File: config.mk
export PLATFORM = sky130hd
export DESIGN_NAME = checksum_byte_stuffing_framer_top
export DESIGN_NICKNAME = d
export VERILOG_FILES = /design/src/rtl/core/cbsf_pkg.sv /design/src/rtl/core/cbsf_encoder.sv /design/src/rtl/core/cbsf_serializer.sv /design/src/rtl/core/checksum_byte_stuffing_framer_top.sv
export VERILOG_INCLUDE_DIRS = /design/src /design/src/rtl/core
export SDC_FILE = /design/constraint.sdc
export NUM_CORES = 1
export LEC_CHECK = 0
export BUFFER_PORTS_ARGS = -buffer_cell sky130_fd_sc_hd__buf_4
export CAP_MARGIN = 20
export CORE_UTILIZATION = 62
export CTS_BUF_LIST = sky130_fd_sc_hd__clkbuf_16
export DETAILED_ROUTE_END_ITERATION = 12
export PLACE_DENSITY = 0.84
export SLEW_MARGIN = 15
export SYNTH_ARGS = -nofsm -noshare
export SYNTH_HDL_FRONTEND = slang
export SYNTH_SLANG_ARGS = --single-unit
File: constraint.sdc
create_clock -name aclk -period 5.2 [get_ports aclk]
set_clock_uncertainty 0.2 [all_clocks]
set_input_delay 0.52 -clock aclk [delete_from_list [all_inputs] [get_ports aclk]]
set_output_delay 0.52 -clock aclk [all_outputs]
set_load 0.02 [all_outputs]
File: src/rtl/core/assert_macros.svh
// ----------------------------------------------------------------------------
// assert_macros.svh
// Clocked assertion helpers shared by the RTL.
// ----------------------------------------------------------------------------
`ifndef ASSERT_MACROS_SVH
`define ASSERT_MACROS_SVH

// Implication checked at every rising edge, off while reset is held.
`define ASSERT_CLKD(lbl, clk, rst_n, prop, msg) \
    lbl: assert property (@(posedge clk) disable iff (!(rst_n)) (prop)) \
        else $error(msg);

// Signal must stay low whenever the guard holds.
`define ASSERT_NEVER(lbl, clk, rst_n, guard, sig, msg) \
    `ASSERT_CLKD(lbl, clk, rst_n, (guard) |-> !(sig), msg)

`endif

File: src/rtl/core/cbsf_pkg.sv
// ----------------------------------------------------------------------------
// cbsf_pkg
// Types, codes and the stuffing function of the framer.
// ----------------------------------------------------------------------------
`timescale 1ns / 1ps

package cbsf_pkg;

    localparam logic [7:0] EOF_BYTE     = 8'hF0;
    localparam logic [7:0] ESC_BYTE     = 8'hF1;
    localparam logic [7:0] ESC_EOF_BYTE = 8'hF2;

    // output slots of one word, sent lowest first
    localparam int SLOTS = 5;
    localparam int SLOT_DATA0 = 0;
    localparam int SLOT_DATA1 = 1;
    localparam int SLOT_CHK0  = 2;
    localparam int SLOT_CHK1  = 3;
    localparam int SLOT_EOF   = 4;

    typedef logic [SLOTS-1:0] slot_mask_t;

    typedef struct packed {
        slot_mask_t                mask;
        logic [SLOTS-1:0][7:0]     bytes;
    } plan_t;

    typedef struct packed {
        logic       two;
        logic [7:0] first;
        logic [7:0] second;
    } stuffed_t;

    function automatic stuffed_t stuff(input logic [7:0] b);
        stuffed_t s;
        s.two    = 1'b0;
        s.first  = b;
        s.second = b;
        if (b == EOF_BYTE) begin
            s.two    = 1'b1;
            s.first  = ESC_BYTE;
            s.second = ESC_EOF_BYTE;
        end else if (b == ESC_BYTE) begin
            s.two    = 1'b1;
            s.first  = ESC_BYTE;
            s.second = ESC_BYTE;
        end
        return s;
    endfunction

endpackage

File: src/rtl/core/cbsf_encoder.sv
// ----------------------------------------------------------------------------
// cbsf_encoder
// Running checksum and stuffing of one input word into an output slot plan.
// ----------------------------------------------------------------------------
`timescale 1ns / 1ps

module cbsf_encoder (
    input  logic                aclk,
    input  logic                aresetn,
    input  logic                load,
    input  logic [7:0]          data_byte,
    input  logic                last_byte,
    output cbsf_pkg::plan_t     plan
);

    logic [7:0]          checksum_reg;
    logic [7:0]          checksum_next;
    logic [7:0]          chk_sum;
    cbsf_pkg::stuffed_t  data_st;
    cbsf_pkg::stuffed_t  chk_st;

    assign chk_sum = checksum_reg - data_byte;
    assign data_st = cbsf_pkg::stuff(data_byte);
    assign chk_st  = cbsf_pkg::stuff(chk_sum);

    always_comb begin
        checksum_next = checksum_reg;
        if (load) begin
            checksum_next = last_byte ? 8'h00 : chk_sum;
        end
    end

    always_ff @(posedge aclk) begin
        if (!aresetn) begin
            checksum_reg <= 8'h00;
        end else begin
            checksum_reg <= checksum_next;
        end
    end

    always_comb begin
        plan.bytes                        = '0;
        plan.mask                         = '0;
        plan.bytes[cbsf_pkg::SLOT_DATA0]  = data_st.first;
        plan.bytes[cbsf_pkg::SLOT_DATA1]  = data_st.second;
        plan.bytes[cbsf_pkg::SLOT_CHK0]   = chk_st.first;
        plan.bytes[cbsf_pkg::SLOT_CHK1]   = chk_st.second;
        plan.bytes[cbsf_pkg::SLOT_EOF]    = cbsf_pkg::EOF_BYTE;
        plan.mask[cbsf_pkg::SLOT_DATA0]   = 1'b1;
        plan.mask[cbsf_pkg::SLOT_DATA1]   = data_st.two;
        plan.mask[cbsf_pkg::SLOT_CHK0]    = last_byte;
        plan.mask[cbsf_pkg::SLOT_CHK1]    = last_byte & chk_st.two;
        plan.mask[cbsf_pkg::SLOT_EOF]     = last_byte;
    end

endmodule

File: src/rtl/core/cbsf_serializer.sv
// ----------------------------------------------------------------------------
// cbsf_serializer
// Holds one slot plan and sends its live slots one word per cycle through
// the output register, while m_tready does not stall it.
// ----------------------------------------------------------------------------
`timescale 1ns / 1ps

module cbsf_serializer (
    input  logic                aclk,
    input  logic                aresetn,
    input  logic                load,
    input  cbsf_pkg::plan_t     plan,
    output logic                ready,
    output logic                m_tvalid,
    input  logic                m_tready,
    output logic [7:0]          m_tdata,
    output logic                m_tlast,
    output logic                m_tuser
);

    cbsf_pkg::slot_mask_t              mask_reg;
    cbsf_pkg::slot_mask_t              mask_next;
    logic [cbsf_pkg::SLOTS-1:0][7:0]   bytes_reg;
    cbsf_pkg::slot_mask_t              sel;
    cbsf_pkg::slot_mask_t              rest;
    logic [7:0]                        sel_byte;
    logic                              out_adv;
    logic                              emit;
    logic                              done;
    logic                              valid_reg;
    logic                              valid_next;
    logic [7:0]                        data_reg;
    logic                              last_reg;
    logic                              eof_reg;

    assign sel  = mask_reg & (~mask_reg + cbsf_pkg::slot_mask_t'(1));
    assign rest = mask_reg & ~sel;

    always_comb begin
        sel_byte = '0;
        for (int i = 0; i < cbsf_pkg::SLOTS; i++) begin
            sel_byte = sel_byte | (bytes_reg[i] & {8{sel[i]}});
        end
    end

    assign out_adv = !valid_reg || m_tready;
    assign emit    = out_adv && (mask_reg != '0);
    assign done    = emit && (rest == '0);
    assign ready   = (mask_reg == '0) || done;

    always_comb begin
        mask_next = mask_reg;
        if (load) begin
            mask_next = plan.mask;
        end else if (emit) begin
            mask_next = rest;
        end
        valid_next = out_adv ? emit : valid_reg;
    end

    always_ff @(posedge aclk) begin
        if (!aresetn) begin
            mask_reg  <= '0;
            valid_reg <= 1'b0;
        end else begin
            mask_reg  <= mask_next;
            valid_reg <= valid_next;
        end
    end

    always_ff @(posedge aclk) begin
        if (load) begin
            bytes_reg <= plan.bytes;
        end
        if (emit) begin
            data_reg <= sel_byte;
            last_reg <= (rest == '0);
            eof_reg  <= sel[cbsf_pkg::SLOT_EOF];
        end
    end

    assign m_tvalid = valid_reg;
    assign m_tdata  = data_reg;
    assign m_tlast  = last_reg;
    assign m_tuser  = eof_reg;

endmodule

File: src/rtl/core/checksum_byte_stuffing_framer_top.sv
// ----------------------------------------------------------------------------
// checksum_byte_stuffing_framer_top
// Byte-stuffing framer with negated-sum checksum and end-of-frame marker.
//
//  channel | dir | tdata          | tlast     | tuser
//  s_      | in  | data_byte[7:0] | last_byte | -
//  m_      | out | out_byte[7:0]  | run_last  | frame_end
//
// One output word per cycle unless m_tready stalls; an input word yields 1 to
// 5 output words and occupies the single slot plan register until its final slot is sent.
// A new input word is taken in the cycle its predecessor sends its final slot.
// Output register stalls on m_tready; stall holds a plan with live slots left, and the checksum with it.
// Synchronous active-low reset clears checksum, plan and output valid.
// ----------------------------------------------------------------------------
`timescale 1ns / 1ps
`include "assert_macros.svh"

module checksum_byte_stuffing_framer_top (
    input  logic        aclk,
    input  logic        aresetn,
    input  logic        s_tvalid,
    output logic        s_tready,
    input  logic [7:0]  s_tdata,    // [7:0] data_byte
    input  logic        s_tlast,
    output logic        m_tvalid,
    input  logic        m_tready,
    output logic [7:0]  m_tdata,    // [7:0] out_byte
    output logic        m_tlast,
    output logic        m_tuser     // [0] frame_end
);

    cbsf_pkg::plan_t plan;
    logic            load;
    logic            ready;

    assign s_tready = ready;
    assign load     = s_tvalid && ready;

    cbsf_encoder u_encoder (
        .aclk      (aclk),
        .aresetn   (aresetn),
        .load      (load),
        .data_byte (s_tdata),
        .last_byte (s_tlast),
        .plan      (plan)
    );

    cbsf_serializer u_serializer (
        .aclk      (aclk),
        .aresetn   (aresetn),
        .load      (load),
        .plan      (plan),
        .ready     (ready),
        .m_tvalid  (m_tvalid),
        .m_tready  (m_tready),
        .m_tdata   (m_tdata),
        .m_tlast   (m_tlast),
        .m_tuser   (m_tuser)
    );

    `ASSERT_CLKD(a_eof_is_last, aclk, aresetn, (m_tvalid && m_tuser) |-> m_tlast, "eof not last")
    `ASSERT_CLKD(a_eof_code, aclk, aresetn, (m_tvalid && m_tuser) |-> (m_tdata == cbsf_pkg::EOF_BYTE), "bad eof code")
    `ASSERT_NEVER(a_no_raw_eof, aclk, aresetn, m_tvalid && (m_tdata == cbsf_pkg::EOF_BYTE), !m_tuser, "unstuffed eof")

endmodule
# After elaboration in Yosys (flattened, before gate mapping)
# Index checks and enable logic that the tools add are counted.
# totals
ff_bits	56
wordCells	50
inputBits	13
output_inout_bits	12
# classes
add_sub_neg	2
bitwise_logic	13
n_mux	7
reduce_logical	12
eq_ne	4
# ops
op	count
two-way mux 17 bit	4
AND 8 bit	4
equality test 8 bit (second input constant)	4
bitwise OR 8 bit	4
AND 5 bit	2
logical NOT 5 bit	2
two-way mux 5 bit	2
inverter 5 bit	2
two-way mux 8 bit	1
subtractor 8 bit	1
adder 5 x 1 -> 5 bit (second input constant)	1
nonzero test 5 bit	1
OR reduction 2 bit	2
logical AND 1 bit	3
logical OR 1 bit	2
nonzero test 2 bit	1
AND 1 bit	1
logical NOT 1 bit	1

# Depth between registers and ports, before layout
# Gate-level depths: netlist of the first run.
# depth
ltp_word	10
depth_mapped	10
mapped_depth_nobuf	10

# Modules after synthesis
# From an unflattened synthesis of the first run, not the netlist that was laid out.
# unflattened
hier_cells	286
area_unflattened_um2	3239.4
# modules_own_cells
mod	cells_per_inst	n_inst	area_per_inst_um2	seq_area_each_um2
cbsf_serializer	140	1	2145.8	1621.6
cbsf_encoder	145	1	1087.3	160.2
checksum_byte_stuffing_framer_top	1	1	6.3	0.0

# Worst setup path after synthesis of the first run
# OpenSTA, ideal clock, no wires.
# synth_path
path_kind	input-to-reg
start	input s_tdata[0]
end	register u_serializer.bytes_reg[25] in the netlist's numbering, data pin
t_arrival_ps	2123
required_ps	4831
setup_ps	169
path_buffers	0
setup_slack_ps	2708
stages	9
path_cell_list	ha_1 inv_1 fa_1 a211oi_1 o21ai_0 a21oi_1 xnor2_1 nand3_1 o31ai_1
# synth_via
elab_chain_len	3
elab_cells_between_ends	4
classes_between	add/sub (1); eq/ne (2); mux (1)
# synth_lines
element	line_no	source
start: declaration	checksum_byte_stuffing_framer_top.sv:23	input logic [7:0] s_tdata,
subtractor 8 bit (*)	cbsf_encoder.sv:22	assign chk_sum = checksum_reg - data_byte;
equality test 8 bit	cbsf_pkg.sv:43	end else if (b == ESC_BYTE) begin
two-way mux 17 bit	cbsf_pkg.sv:43	
end signal: assignment	cbsf_serializer.sv:73	bytes_reg <= plan.bytes;
end: declaration	cbsf_serializer.sv:23	logic [cbsf_pkg::SLOTS-1:0][7:0] bytes_reg;
# Every way passes the cells marked *; elsewhere a longest branch is shown, timed or not.
# A chain may end at the register's enable or synchronous reset.

# Final worst setup path of the first run
# layout_path
start	register u_encoder.checksum_reg[0]
end	register u_serializer.bytes_reg[25] in the netlist's numbering, data pin
# layout_via
elab_chain_len	3
elab_cells_between_ends	4
classes_between	add/sub (1); eq/ne (2); mux (1)
# layout_lines
element	line_no	source
start: declaration	cbsf_encoder.sv:16	logic [7:0] checksum_reg;
start signal: assignment	cbsf_encoder.sv:37	checksum_reg <= checksum_next;
subtractor 8 bit (*)	cbsf_encoder.sv:22	
equality test 8 bit	cbsf_pkg.sv:43	
two-way mux 17 bit	cbsf_pkg.sv:43	
# Marks and branches as above.

==> flow_summary.yaml, run 1 <==
floorplanning:
  fp.coreArea_um2: 3360
  start_util: 0.657
  die_y_um: 61.7
  rows: 21
  io_pins: 25
  die_area_um2: 3810
  die_w_um: 61.7
routing:
  drc: 0
  dr.pass1.iters: 4
  vias: 1547
  first_iter_violations: 114
  antenna_left: 0
  totalWireLength_um: 4140
  wl_per_cell_um: 15.3
  via_per_inst: 5.73
clock_tree:
  cts_max_level: 2
  cts_resized: 0
  cts_buffer_depth: 2
  tritoncts: "yes"
  cts_setup_buffers: 0
  clock-root-buffer: "clkbuf_16"
  clock-sinks: 44
  path_clk_slew_ps: 50
  cts_hold_buf: 0
  clock_latency_ps: 280
  cts_buffers: 5
global_routing:
  gr-max-usage-layer: "met2"
  grt_pass1_wl_um: 6270
  grt_util_all_layers: 0.236
  grtUsageMet2: 0.418
  overflow: 0
  use_met3: 0.0538
  antenna_found_initial: 0
  grt_pass1_vias: 1413
  grt_max_degree: 38
  met1_usage: 0.278
timing:
  fin_crit_sh: 0.487
  finalSetupTns_ps: 0
  setup_viol: 0
  whs_ps: 228
  drv_slew: 0
  relSlewSlack: 0.465
  tightest_slew_ps: 800
  max_freq_ghz: 0.395
  hold_viol_final: 0
  rsz0062_at_grt: "no"
  fin_crit_ps: 2530
synthesis:
  synth_nets: 232
  ys_types: 45
  synth_top_area_share: 0.408
  synth.area.top_cells: "edfxtp_1, dfxtp_1, ha_1"
  async_reset_ff_frac: 0
  ys_seq_area_frac: 0.535
  synth_top_area_cell: "edfxtp_1"
  synth.avg_cell_area_um2: 10.5
  yosysMostFrequentCell: "edfxtp_1"
  synth_ff_type: "edfxtp_1"
  syn_inst: 210
  ys_ff_latch: 44
  ys_warn_count: 0
  synthTopCellsByCount: "edfxtp_1, nor2_1, o21ai_0"
  synth_area_um2: 2210
  synth_edf_count: 30
power_and_ir_drop:
  total_power_uw: 868
  power.leakage_uw: 0.00100
  powerDensity_nw_per_um2: 347
  peakVddDrop_mv: 0.170
layout:
  fill_cells: 246
  area_growth_pct: 13.3
  largest_reg_flops: 20
  antenna_cells: 0
  final_area_um2: 2500
  drive_gt1_frac: 0.192
  nets: 245
worst_setup_path:
  crit_slowest_cell: "fa_1"
  crit_chain: "inv_1 > ha_1 > inv_1 > fa_1 > a211oi_1 > nor2_1 > xnor2_1 > nor4_1 > nand3_1 > o31ai_1"
  rr_startpoint: "u_encoder.checksum_reg[0]"
  crit_top_cell: "inv_1"
  arrival_ps: 2440
  critPathCaptureType: "flop"
  setup.worst_path.start: "u_encoder.checksum_reg[0]"
  critPathTopFamily: "adder cells"
  path_buf_inv: 2
  worstSetupStartpointType: "flop"
  critical_path_class: "flop to flop"
  cp_max_fo: 3
  max_stage_delay_ps: 400
  worstPathRequired_ps: 5110
job:
  maxCapViolations: 0
worst_hold_path:
  hold_path_class: "primary input to flop"
  min_from: "s_tdata[2]"
place:
  dpl.hpwl_um: 2900
  gp_congestion: 0.882
  dpl_cell_area_um2: 2350
  io_buffer_count: 24
run_status:
  status: "finished, final reports clean"
[cells by family (layout without fill, tap and decap cells)]
group | Yosys count | count (layout) | synth area share
AO/OA/AOI/OAI | 54 | 54 | 0.155
XOR/XNOR | 6 | 6 | 0.0238
adder cells (fa/ha/maj) | 10 | 10 | 0.0589
buffers and inverters | 33 | 47 | 0.0674
flip-flops | 44 | 44 | 0.535
multiplexers | 4 | 4 | 0.0187
AND/OR/NAND/NOR | 59 | 59 | 0.142
[cell type report]
class | count | area [um2] | share of cell area
flip-flops and latches | 44 | 1180 | 0.472
multi-input cells | 133 | 880 | 0.352
repair buffers | 25 | 195 | 0.0780
clock buffers | 5 | 125 | 0.0500
well taps | 46 | 57.6 | 0.0230
inverters | 14 | 52.6 | 0.0210
clock inverters | 3 | 11.3 | 0.00450
[through the flow]
step | instances | setup slack, ps | utilization
after global routing | 270 | 2390 | 0.744
final | 270 | 2670 | 0.744
after detailed placement | 261 | 2370 | 0.699
after CTS | 269 | 2640 | 0.740
after global placement | 261 | 2480 | 0.699
after floorplan | 210 | 2710 | -
[power by group]
| group | switching (uW) | leakage (uW) | internal, uW |
|---|---|---|---|
| Combinational | 91.4 | 0.000529 | 60.4 |
| Clock | 115 | 0.0000701 | 173 |
| Sequential | 14.0 | 0.000405 | 415 |
| Total | 220 | 0.00100 | 648 |
[cells in the final DEF (no fill, tap or decap), types with 5 or more instances in the layout]
master     instances
a21oi_1           16
buf_4             24
clkbuf_16          5
dfxtp_1           14
edfxtp_1          30
ha_1               8
inv_1             15
nand2_1           13
nand2b_1           5
nor2_1            21
o21ai_0           17
[path summary, 6_finish.rpt]
kind	to	slack, ps	cells after the start
worst max-delay path	u_serializer.bytes_reg[25]	2670	10
worst min-delay path	u_serializer.bytes_reg[10]	230	1
worst max register to register	u_serializer.bytes_reg[25]	2670	10
worst min register to register	u_encoder.checksum_reg[3]	290	2
[per-layer routing]
layer  routed length [um]  vias to the layer above
li1                     -                      753
met1                 1730                      725
met2                 2170                       61
met3                  178                        8
met4                   58                        0
met5                    0                        -
[worst reg2reg max path, cell delays in order (launching register included)]
cell and delay (ps):
dfxtp_1 300, inv_1 80, ha_1 140, inv_1 50
fa_1 400, a211oi_1 260, nor2_1 100, xnor2_1 200
nor4_1 250, nand3_1 150, o31ai_1 240
Note: power is estimated with default switching activity, not from simulation.
==> run 2: changes to the inputs <==
--- a/config.mk
+++ b/config.mk
@@ -8,10 +8,10 @@
 export LEC_CHECK = 0
 export BUFFER_PORTS_ARGS = -buffer_cell sky130_fd_sc_hd__buf_4
 export CAP_MARGIN = 20
-export CORE_UTILIZATION = 62
+export CORE_UTILIZATION = 52
 export CTS_BUF_LIST = sky130_fd_sc_hd__clkbuf_16
 export DETAILED_ROUTE_END_ITERATION = 12
-export PLACE_DENSITY = 0.84
+export PLACE_DENSITY = 0.75
 export SLEW_MARGIN = 15
 export SYNTH_ARGS = -nofsm -noshare
 export SYNTH_HDL_FRONTEND = slang
==> constraint.sdc (replaced) <==
create_clock -name aclk -period 2.2 [get_ports aclk]
set_clock_uncertainty 0.2 [all_clocks]
set_input_delay 0.22 -clock aclk [delete_from_list [all_inputs] [get_ports aclk]]
set_output_delay 0.22 -clock aclk [all_outputs]
set_load 0.02 [all_outputs]
==> run 2 against run 1 <==
Net effect: the run now ends with negative setup slack left; sequential share of layout area decreased by 4.6 points; critical path type unchanged; critical endpoint unchanged; routed wire length increased by 2.2%; first-iteration DRC count down 35%.
==> flow_summary.yaml, run 2 (same netlist as run 1, synthesis figures left out) <==
run_status:
  status: "finished, violations left"
  violations: "negative setup slack"
clock_tree:
  clock-root-buffer: "clkbuf_16"
  cts_buffers: 5
  cts_buffer_depth: 2
  cts_max_level: 2
  clock-sinks: 44
  path_clk_slew_ps: 60
  clock_latency_ps: 280
  tritoncts: "yes"
worst_setup_path:
  worstPathRequired_ps: 2110
  reg2regPathDepth: 10
  rrSetupSlack_ps: -130
  arrival_ps: 2240
  critPathCaptureType: "flop"
  worstSetupStartpointType: "flop"
  reg2reg_to: "u_serializer.bytes_reg[25]"
  cp_max_fo: 3
  critical_path_class: "flop to flop"
  rr_startpoint: "u_encoder.checksum_reg[0]"
floorplanning:
  io_pins: 25
  die_y_um: 67.2
  start_util: 0.548
  die_w_um: 67.2
  rows: 23
  die_area_um2: 4510
  fp.coreArea_um2: 4030
layout:
  drive_gt1_frac: 0.287
  area_growth_pct: 25.6
  nets: 268
  regArea_um2: 1180
  antenna_cells: 0
  final_cell_mix: "buf_4, edfxtp_1, nor2_1"
  multi_input_area_um2: 933
  fill_cells: 297
  mostFrequentLayoutCell: "buf_4"
  largest_reg_flops: 20
power_and_ir_drop:
  swShare: 0.258
  p_clk_frac: 0.324
  peakVddDrop_mv: 0.481
  p_seq_frac: 0.469
  total_power_uw: 2150
  switching_power_uw: 556
  power_frac_comb: 0.207
  p_int_uw: 1600
  powerDensity_nw_per_um2: 776
  power.leakage_uw: 0.00114
timing:
  layout_setup_ws_ps: -131
  drv_slew: 0
  rsz0062_at_grt: "yes"
  fin_crit_ps: 2330
  hold_viol_final: 0
  fin_crit_sh: 1.06
  relSlewSlack: 0.678
  tightest_slew_ps: 482
  setup_viol: 3
  finalSetupTns_ps: -218
  max_freq_ghz: 0.429
job:
  maxCapViolations: 0
routing:
  vias: 1582
  totalWireLength_um: 4230
  antenna_left: 0
  first_iter_violations: 74
  wl_per_cell_um: 14.2
  dr.pass1.iters: 4
  via_per_inst: 5.33
  drc: 0
global_routing:
  grt_pass1_vias: 1479
  grt_max_degree: 21
  antenna_found_initial: 0
  grt_util_all_layers: 0.209
  grt_pass1_wl_um: 6810
  overflow: 0
worst_hold_path:
  min_from: "s_tlast"
  hold-path-cell-count: 2
  hold_path_class: "primary input to flop"
  holdPathEnd: "u_encoder.checksum_reg[7]"
place:
  io_buffer_count: 24
  gp_congestion: 0.837
  dpl.hpwl_um: 3020
run 2: worst max-delay path by stage:
stage	to	cells after the start	start	slack, ps
final	u_serializer.bytes_reg[25]	10	u_encoder.checksum_reg[0]	-130
after global routing	u_serializer.bytes_reg[25]	10	u_encoder.checksum_reg[0]	-230
after CTS	u_serializer.bytes_reg[25]	10	u_encoder.checksum_reg[0]	-90
after detailed placement	u_serializer.bytes_reg[25]	10	u_encoder.checksum_reg[0]	-120
after global placement	u_serializer.bytes_reg[25]	10	u_encoder.checksum_reg[0]	-50
after floorplan	u_serializer.bytes_reg[25]	10	u_encoder.checksum_reg[0]	-9
run 2: layer usage:
| metal | global-route usage | share of wire |
|---|---|---|
| met5 | 0 | 0 |
| met4 | 0.0957 | 0.014 |
| met3 | 0.0456 | 0.033 |
| met2 | 0.344 | 0.51 |
| met1 | 0.262 | 0.44 |
run 2: per-stage QoR:
step | cells | setup slack (ps) | utilization | hold slack (ps) | area (um2)
after floorplan | 210 | -9.00 | - | 137 | 2220
after global placement | 278 | -47.4 | 0.617 | 215 | 2490
after detailed placement | 278 | -120 | 0.617 | 214 | 2490
after CTS | 296 | -93.9 | 0.680 | 38.7 | 2740
after global routing | 297 | -228 | 0.689 | 55.7 | 2780
final | 297 | -131 | 0.689 | 53.5 | 2780
run 2: final cells by class:
class,count,area share
Clock inverter,3,0.00496
Multi-Input combinational cell,133,0.336
Tap cell,50,0.0225
Sequential cell,44,0.426
Timing Repair Buffer,48,0.146
Clock buffer,5,0.0451
Inverter,14,0.0189
run 2: worst max-delay path, stage by stage, from the launching register on:
cell and delay (ps):
dfxtp_2 320, inv_2 70, ha_4 120, inv_2 30, fa_2 340, a211oi_2 220
nor2_1 90, xnor2_1 140, nor4_1 240, nand3_1 160, o31ai_1 250
run 2: power by group through the flow:
stage               logic (uW)  registers, uW  clock network (uW)
floorplan                  233           1050                   0
global placement           397           1020                   0
detailed placement         405           1030                   0
CTS                        429           1010                 710
global route               486           1020                 738
finish                     445           1010                 699
run 2: timing repair:
item | in CTS | in global routing
pin swaps | 1 | 8
resized for setup | 7 | 9
hold buffers | 8 | 0
hold endpoints to repair | 8 | 0
setup endpoints to repair | 6 | 8
setup buffers | 2 | 2
